## config.mk

```make
export PLATFORM = sky130hd
export DESIGN_NAME = bsirf_ctrl
export DESIGN_NICKNAME = d
export VERILOG_FILES = /design/src/rtl/bsirf_pkg.sv /design/src/rtl/bsirf_ctrl.sv
export SDC_FILE = /design/constraint.sdc
export NUM_CORES = 1
export LEC_CHECK = 0
export BUFFER_PORTS_ARGS = -buffer_cell sky130_fd_sc_hd__buf_2
export CAP_MARGIN = 5
export CORE_AREA = 2 2 39 41
export CTS_BUF_LIST = sky130_fd_sc_hd__clkbuf_8
export DETAILED_ROUTE_END_ITERATION = 8
export DIE_AREA = 0 0 41 43
export PLACE_DENSITY_LB_ADDON = 0.05
export SYNTH_ARGS = -nofsm -noshare
export SYNTH_HDL_FRONTEND = slang
export SYNTH_SLANG_ARGS = --single-unit
```

## constraint.sdc

```tcl
create_clock -name i_clk -period 1.89 [get_ports i_clk]
set_clock_uncertainty 0.2 [all_clocks]
set_input_delay 0.2835 -clock i_clk [delete_from_list [all_inputs] [get_ports i_clk]]
set_output_delay 0.2835 -clock i_clk [all_outputs]
set_load 0.01 [all_outputs]
```

## src/rtl/bsirf_pkg.sv

```systemverilog
// Package with types, codes and widths of the bit-sliced index range filter.
`timescale 1ns / 1ps
package bsirf_pkg;

    // Default sizing of the index.
    localparam int DEF_ROWS       = 4096;
    localparam int DEF_WORD_BITS  = 64;
    localparam int DEF_MAX_SLICES = 31;

    // Field widths of the stream items.
    localparam int CMD_W      = 2;
    localparam int ROW_ID_W   = 12;
    localparam int OPERAND_W  = 32;
    localparam int VALUE_W    = 31;
    localparam int WIDX_W     = 6;
    localparam int ROW_BITS_W = 64;
    localparam int STATUS_W   = 2;
    localparam int S_TDATA_W  = 48;
    localparam int M_TDATA_W  = 72;
    localparam int ROW_CMP_W  = 17;

    // Configuration port.
    localparam int CFG_IDX_W = 1;
    localparam logic [CFG_IDX_W-1:0] CFG_MIN_VALUE = 1'd0;
    localparam logic [CFG_IDX_W-1:0] CFG_MAX_VALUE = 1'd1;

    // Command carried in the input item.
    typedef enum logic [CMD_W-1:0] {
        OP_APPEND = 2'd0,
        OP_EQ     = 2'd1,
        OP_GT     = 2'd2,
        OP_GTE    = 2'd3
    } t_op;

    // Result status codes.
    localparam logic [STATUS_W-1:0] ST_OK          = 2'd0;
    localparam logic [STATUS_W-1:0] ST_ROW_RANGE   = 2'd1;
    localparam logic [STATUS_W-1:0] ST_VALUE_RANGE = 2'd2;

    // Commands from the controller to the datapath.
    typedef struct packed {
        logic clr;
        logic load;
        logic step;
        logic emit;
        logic word_inc;
    } t_dp_cmd;

    // Status from the datapath to the controller.
    typedef struct packed {
        logic clr_done;
        logic slice_last;
        logic word_last;
        logic is_append;
        logic out_free;
    } t_dp_sts;

endpackage

```

## src/rtl/bsirf_ctrl.sv

```systemverilog
// Controller state machine of the range filter: clearing, slice walk and result hand-off.
`timescale 1ns / 1ps
module bsirf_ctrl (
    input  logic              i_clk,
    input  logic              i_rst_n,
    input  logic              i_s_valid,
    input  bsirf_pkg::t_dp_sts i_sts,
    output logic              o_s_ready,
    output bsirf_pkg::t_dp_cmd o_cmd
);
    import bsirf_pkg::*;

    typedef enum logic [4:0] {
        S_CLEAR = 5'b00001,
        S_IDLE  = 5'b00010,
        S_WALK  = 5'b00100,
        S_DRAIN = 5'b01000,
        S_EMIT  = 5'b10000
    } t_state;

    t_state r_state;
    t_state n_state;

    // Next-state logic.
    always_comb begin
        n_state = r_state;
        case (r_state)
            S_CLEAR: begin
                if (i_sts.clr_done) n_state = S_IDLE;
            end
            S_IDLE: begin
                if (i_s_valid) n_state = S_WALK;
            end
            S_WALK: begin
                if (i_sts.slice_last) n_state = S_DRAIN;
            end
            S_DRAIN: begin
                n_state = S_EMIT;
            end
            S_EMIT: begin
                if (i_sts.out_free) begin
                    if (i_sts.is_append || i_sts.word_last) n_state = S_IDLE;
                    else n_state = S_WALK;
                end
            end
            default: begin
                n_state = S_CLEAR;
            end
        endcase
    end

    // State register.
    always_ff @(posedge i_clk) begin
        if (!i_rst_n) begin
            r_state <= S_CLEAR;
        end else begin
            r_state <= n_state;
        end
    end

    // Commands decoded from the state.
    always_comb begin
        o_s_ready      = (r_state == S_IDLE);
        o_cmd.clr      = (r_state == S_CLEAR);
        o_cmd.load     = (r_state == S_IDLE) && i_s_valid;
        o_cmd.step     = (r_state == S_WALK);
        o_cmd.emit     = (r_state == S_EMIT) && i_sts.out_free;
        o_cmd.word_inc = (r_state == S_EMIT) && i_sts.out_free
                         && !i_sts.is_append && !i_sts.word_last;
    end

endmodule

```

==> flow_metrics.env, run 1 <==
export IMPL_status="finished, final reports clean"
export IMPL_numCtsBuffers=3
export IMPL_crit_type="flop to output port"
export IMPL_cts_sinks=5
export IMPL_cts_htree_levels=1
export IMPL_top_register="r_state"
export IMPL_grt_pass1_vias=396
export IMPL_first_pass_iters=3
export IMPL_crit_path_top_delay_cell="dfxtp_2"
export IMPL_synth_fa_ha_area_share_pct=0
export IMPL_rows=14
export IMPL_ys_seq_area_share_pct=25.2
export IMPL_comb_power_share_pct=34.6
export IMPL_p_int_mw=0.371
export IMPL_area_delta_synth_final_pct=30.6
export IMPL_synth_simple_area_share_pct=46.7
export IMPL_largest_reg_flops=5
export IMPL_irDropWorstVdd_mv=0.636
export IMPL_drive_gt1_share_pct=37.9
export IMPL_clock_latency_ps=230
export IMPL_switching_share_pct=36.2
export IMPL_timing_slew_headroom_pct=80.0
export IMPL_crit_fanout=9
export IMPL_end_kind="output port"
export IMPL_die_h_um=43
export IMPL_grt_pass1_wl_um=1620
export IMPL_slew_violations=0
export IMPL_die_w_um=41
export IMPL_final_common_cell="buf_2"
export IMPL_syn_inst=52
export IMPL_gp_congestion=0.713
export IMPL_p_per_area_mw_per_mm2=1120
export IMPL_sequentialPowerShare_pct=31.6
export IMPL_hold_violations=0
export IMPL_r2r_start="r_state[3]"
export IMPL_p_sw_mw=0.210
export IMPL_port_buffers=13
export IMPL_dpl_cell_count=78
export IMPL_hold_path_class="input pin to flop"
export IMPL_rsz0062_at_grt="no"
export IMPL_cp_arrival_ps=1250
export IMPL_timing_setup_tns_ps=0
export IMPL_grt_ovfl_total=0
export IMPL_via_per_inst=5.13
export IMPL_fillers=158
export IMPL_track_usage_pct=13.3
export IMPL_vias=421
export IMPL_ys_seq_elements=5
export IMPL_wire_per_inst_um=11.3
export IMPL_critPathMaxStageDelay_ps=360
export IMPL_synth_fp_nets=60
export IMPL_gr_usage_met3_pct=6.28
export IMPL_io_pins=14
export IMPL_drtIter0Drc=3
export IMPL_layout_nets=75
export IMPL_cts_tree="done"
export IMPL_use_met2_pct=17.8
export IMPL_dp_hpwl_um=707
export IMPL_fmax_mhz=578
export IMPL_clockPowerShare_pct=33.8
export IMPL_avgSynthCellArea_sq_um=7.63
export IMPL_yosysWarnings=0
export IMPL_clk_pin_slew_ps=30
export IMPL_grt_use_met1_pct=17.9
export IMPL_start_util_pct=28.7
export IMPL_cts_resized=0
export IMPL_busiest_layer="met1"
export IMPL_post_cts_buffers=0
export IMPL_setup_viol=0
export IMPL_dieArea_sq_mm=0.00176
export IMPL_core_area_sq_mm=0.00138
export IMPL_drc_errors=0
export IMPL_p_leak_nw=0.246
export IMPL_synth_area_sq_um=397
export IMPL_antenna_found_initial=0
export IMPL_antenna_cells=0
export IMPL_top_regs="r_state: 5 flops"
export IMPL_synth_compound_area_share_pct=17.7
export IMPL_synth_xor_area_share_pct=2.21
export IMPL_ctsHoldBuffers=0
export IMPL_crit_start="r_state[2]"
export IMPL_fin_cells=82
export IMPL_drv_cap=0
export IMPL_timing_hold_ws_ps=80.5
export IMPL_worstHoldStart="i_sts[3]"
export IMPL_drtAntennaViolNets=0
export IMPL_grt_max_degree=11
export IMPL_crit_chain="nor3_2 > and4b_2 > and2_1 > buf_2"
export IMPL_muxShareOfSynthArea_pct=0
export IMPL_synth_top_family_by_area="simple AND/OR/NAND/NOR gates"
export IMPL_required_ps=1410
export IMPL_drt_total_wl_um=929
export IMPL_tightestPinTransition_ps=298
export IMPL_fin_crit_sh_pct=91.5
export IMPL_period_minus_slack_ps=1730
export IMPL_startpoint_type="flop"
export IMPL_clock_path_buffers=2
export IMPL_cts_root_buf="clkbuf_8"
export IMPL_final_cell_mix="buf_2, nor2_1, nor3b_1"
export IMPL_synth_distinct_cells=27
==> final cells by class <==
cell class              instances  area, sq um  share of cell area, %
inverters                       2         7.51                   1.45
clock buffers                   3         41.3                   7.97
repair buffers                 14         72.6                   14.0
clock inverters                 1         3.75                  0.725
flip-flops and latches          5          104                   20.0
multi-input cells              41          269                   51.9
well taps                      16         20.0                   3.86
==> synth_stat cells <==
cell type	count	area (sq um)
dfxtp_1	5	100
nor2_1	5	18.8
nor3b_1	5	37.5
and3_1	3	18.8
nand2_1	3	11.3
nor3_1	3	15.0
o211ai_1	3	22.5
and2_1	2	12.5
buf_2	2	10.0
buf_4	2	15.0
inv_1	2	7.51
o21ai_0	2	10.0
a21boi_1	1	7.51
and4_4	1	11.3
and4b_2	1	11.3
nand2b_1	1	6.26
nor2_2	1	6.26
nor3_2	1	10.0
nor4_1	1	6.26
o2111ai_1	1	8.76
o211a_1	1	10.0
o21ai_1	1	5.00
o22ai_1	1	6.26
or2_0	1	6.26
or2b_1	1	7.51
or3_1	1	6.26
xor2_1	1	8.76
==> worst paths after layout <==
check | end | slack, ps | depth (start not counted)
max | o_cmd[0] | 160 | 4
min | r_state[2] | 80 | 2
max reg2reg | r_state[0] | 410 | 4
min reg2reg | r_state[0] | 420 | 2
==> stage by stage <==
| stage | power [mW] | worst slack [ps] | cell area, sq um | utilization [%] |
|---|---|---|---|---|
| 2_1_floorplan | 0.341 | 344 | 397 | - |
| 3_3_place_gp | 0.385 | 262 | 464 | 33.5 |
| 3_5_place_dp | 0.377 | 293 | 464 | 33.5 |
| 4_1_cts | 0.579 | 52.2 | 509 | 36.8 |
| 5_1_grt | 0.632 | 53.2 | 518 | 37.4 |
| 6_report | 0.581 | 160 | 518 | 37.4 |
==> worst max-delay path: cells and delay by family (launching register included) <==
family | cells | cell delay, ps
buffers and inverters | 1 | 120
and+or+nand+nor | 3 | 550
DFF | 1 | 360
==> per-layer routing <==
metal  vias up  share of wire, %
met5         -                 0
met4         0                 0
met3         0               6.8
met2         8                48
met1       199                45
li1        214                 -
==> kinds of logic (layout without fill, tap and decap cells) <==
group | count (synthesis) | in the layout
AND/OR/NAND/NOR | 30 | 30
AO/OA/AOI/OAI | 10 | 10
buffers and inverters | 6 | 20
flip-flops | 5 | 5
XOR/XNOR | 1 | 1
==> power groups by stage <==
| stage | clock network (mW) | registers [mW] | logic, mW |
|---|---|---|---|
| floorplan | 0 | 0.131 | 0.210 |
| global placement | 0 | 0.179 | 0.205 |
| detailed placement | 0 | 0.177 | 0.200 |
| CTS | 0.202 | 0.176 | 0.201 |
| global route | 0.210 | 0.192 | 0.231 |
| finish | 0.197 | 0.184 | 0.201 |
Note: power is estimated with default switching activity, not from simulation.
==> inputs of run 2 (changes only) <==
==> constraint.sdc (replaced) <==
create_clock -name i_clk -period 2.1 [get_ports i_clk]
set_clock_uncertainty 0.2 [all_clocks]
set_input_delay 0.315 -clock i_clk [delete_from_list [all_inputs] [get_ports i_clk]]
set_output_delay 0.315 -clock i_clk [all_outputs]
set_load 0.01 [all_outputs]
==> run 2 against run 1 <==
Global-route usage stayed put. Worst setup slack better by 80 ps. Clock power is 7% lower. Register-to-register slack better by 120 ps. Via count is 4.8% lower. Flip-flop and latch count stayed put. Die area stayed put. Power is 11% lower. First-iteration DRC count grew to 2.7 times the previous value. Combinational power is 11% lower. Non-clock buffer count is 1 lower. Critical path type unchanged.
==> flow_metrics.env, run 2 (synthesis results as in run 1) <==
export IMPL_crit_type="flop to output port"
export IMPL_area_delta_synth_final_pct=26.8
export IMPL_reg2reg_depth=4
export IMPL_core_area_sq_mm=0.00138
export IMPL_switching_share_pct=36.5
export IMPL_antenna_found_initial=0
export IMPL_timing_slew_headroom_pct=77.5
export IMPL_wire_per_inst_um=11.3
export IMPL_die_h_um=43
export IMPL_fin_util_pct=36.3
export IMPL_crit_chain="nor3_1 > and4b_2 > and2_1 > buf_2"
export IMPL_grt_ovfl_total=0
export IMPL_crit_fanout=10
export IMPL_whs_endpoint="r_state[2]"
export IMPL_cts_sinks=5
export IMPL_tightestPinTransition_ps=337
export IMPL_busiest_layer="met1"
export IMPL_largest_reg_flops=5
export IMPL_regArea_sq_um=100
export IMPL_gr_usage_met3_pct=4.71
export IMPL_end_kind="output port"
export IMPL_timing_setup_tns_ps=0
export IMPL_cts_root_buf="clkbuf_8"
export IMPL_drc_errors=0
export IMPL_clock_latency_ps=230
export IMPL_rrSetupSlack_ps=530
export IMPL_worstHoldStart="i_sts[3]"
export IMPL_timing_hold_ws_ps=105
export IMPL_p_per_area_mw_per_mm2=1030
export IMPL_drive_gt1_share_pct=32.3
export IMPL_first_pass_iters=4
export IMPL_fin_crit_sh_pct=88.6
export IMPL_final_cell_mix="buf_2, nor2_1, nor3b_1, dfxtp_1"
export IMPL_clk_pin_slew_ps=40
export IMPL_critPathMaxStageDelay_ps=400
export IMPL_drv_cap=0
export IMPL_status="finished, final reports clean"
export IMPL_setup_viol=0
export IMPL_crit_path_top_delay_cell="dfxtp_1"
export IMPL_layout_nets=74
export IMPL_hold_violations=0
export IMPL_fillers=164
export IMPL_vias=401
export IMPL_required_ps=1580
export IMPL_fmax_mhz=538
export IMPL_startpoint_type="flop"
export IMPL_r2r_start="r_state[1]"
export IMPL_sequentialPowerShare_pct=30.4
export IMPL_p_leak_nw=0.237
export IMPL_rsz0062_at_grt="no"
export IMPL_die_w_um=41
export IMPL_ctsHoldBuffers=0
export IMPL_drt_total_wl_um=915
export IMPL_dieArea_sq_mm=0.00176
export IMPL_cts_tree="done"
export IMPL_grt_max_degree=12
export IMPL_track_usage_pct=13.3
export IMPL_final_common_cell="buf_2"
export IMPL_cp_arrival_ps=1340
export IMPL_via_per_inst=4.95
export IMPL_hold_path_class="input pin to flop"
export IMPL_post_cts_buffers=0
export IMPL_drtAntennaViolNets=0
export IMPL_top_regs="r_state: 5 flops"
export IMPL_grt_pass1_wl_um=1570
export IMPL_period_minus_slack_ps=1860
export IMPL_gp_congestion=0.676
export IMPL_slew_violations=0
export IMPL_p_sw_mw=0.190
export IMPL_clock_path_buffers=2
export IMPL_antenna_cells=0
export IMPL_dp_hpwl_um=691
export IMPL_grt_pass1_vias=357
export IMPL_use_met2_pct=15.9
export IMPL_irDropWorstVdd_mv=0.452
export IMPL_numCtsBuffers=3
export IMPL_rows=14
export IMPL_p_int_mw=0.330
export IMPL_start_util_pct=28.7
export IMPL_top_register="r_state"
export IMPL_drtIter0Drc=8
export IMPL_io_pins=14
export IMPL_comb_power_share_pct=34.5
export IMPL_cts_resized=0
export IMPL_cts_htree_levels=1
export IMPL_placed_area_sq_um=457
export IMPL_whs_path_depth=2
export IMPL_final_area_sq_um=503
export IMPL_port_buffers=13
export IMPL_grt_use_met1_pct=19.5
export IMPL_clockPowerShare_pct=35.2
export IMPL_reg2reg_to="r_state[0]"
export IMPL_multi_input_area_sq_um=264
run 2: changes by cell type in the layout (fill, tap and decap cells not counted), sizes merged:
cell,change
buf,-1
clkinv,+1
inv,-1
run 2: cell type report:
| class | instances | area share, % |
|---|---|---|
| multi-input combinational | 41 | 52.5 |
| clock inverter | 1 | 0.995 |
| tap | 16 | 3.98 |
| clock buffer | 3 | 8.21 |
| inverter | 2 | 1.49 |
| sequential | 5 | 19.9 |
| timing repair buffer | 13 | 12.9 |
run 2: routing by layer:
metal | up-vias | wire (um)
met5 | - | 0
met4 | 0 | 10
met3 | 2 | 35
met2 | 7 | 411
met1 | 177 | 456
li1 | 215 | -
run 2: per-stage QoR:
step | setup slack [ps] | power (mW) | instances
finish | 240 | 0.519 | 81
global route | 114 | 0.568 | 81
CTS | 229 | 0.527 | 81
detailed placement | 478 | 0.338 | 77
global placement | 481 | 0.343 | 77
floorplan | 523 | 0.307 | 52
run 2: power groups by stage:
stage	Sequential (mW)	Clock, mW	Combinational, mW
2_1_floorplan	0.118	0	0.189
3_5_place_dp	0.159	0	0.180
5_1_grt	0.164	0.199	0.205
6_report	0.158	0.183	0.179
4_1_cts	0.157	0.189	0.180
3_3_place_gp	0.160	0	0.183
run 2: worst max-delay path, delay by kind of cell (launching register included):
family	cells	cell delay, ps
DFF	1	400
buffers and inverters	1	120
and+or+nand+nor	3	600
run 2: worst max-delay path by stage:
stage               startpoint       end  slack [ps]  cells after the start
finish              r_state[0]  o_cmd[0]         240                      4
global route        r_state[0]  o_cmd[0]         110                      4
CTS                 r_state[2]  o_cmd[0]         230                      4
detailed placement  r_state[0]  o_cmd[0]         480                      4
global placement    r_state[0]  o_cmd[0]         480                      4
floorplan           r_state[2]  o_cmd[0]         520                      4
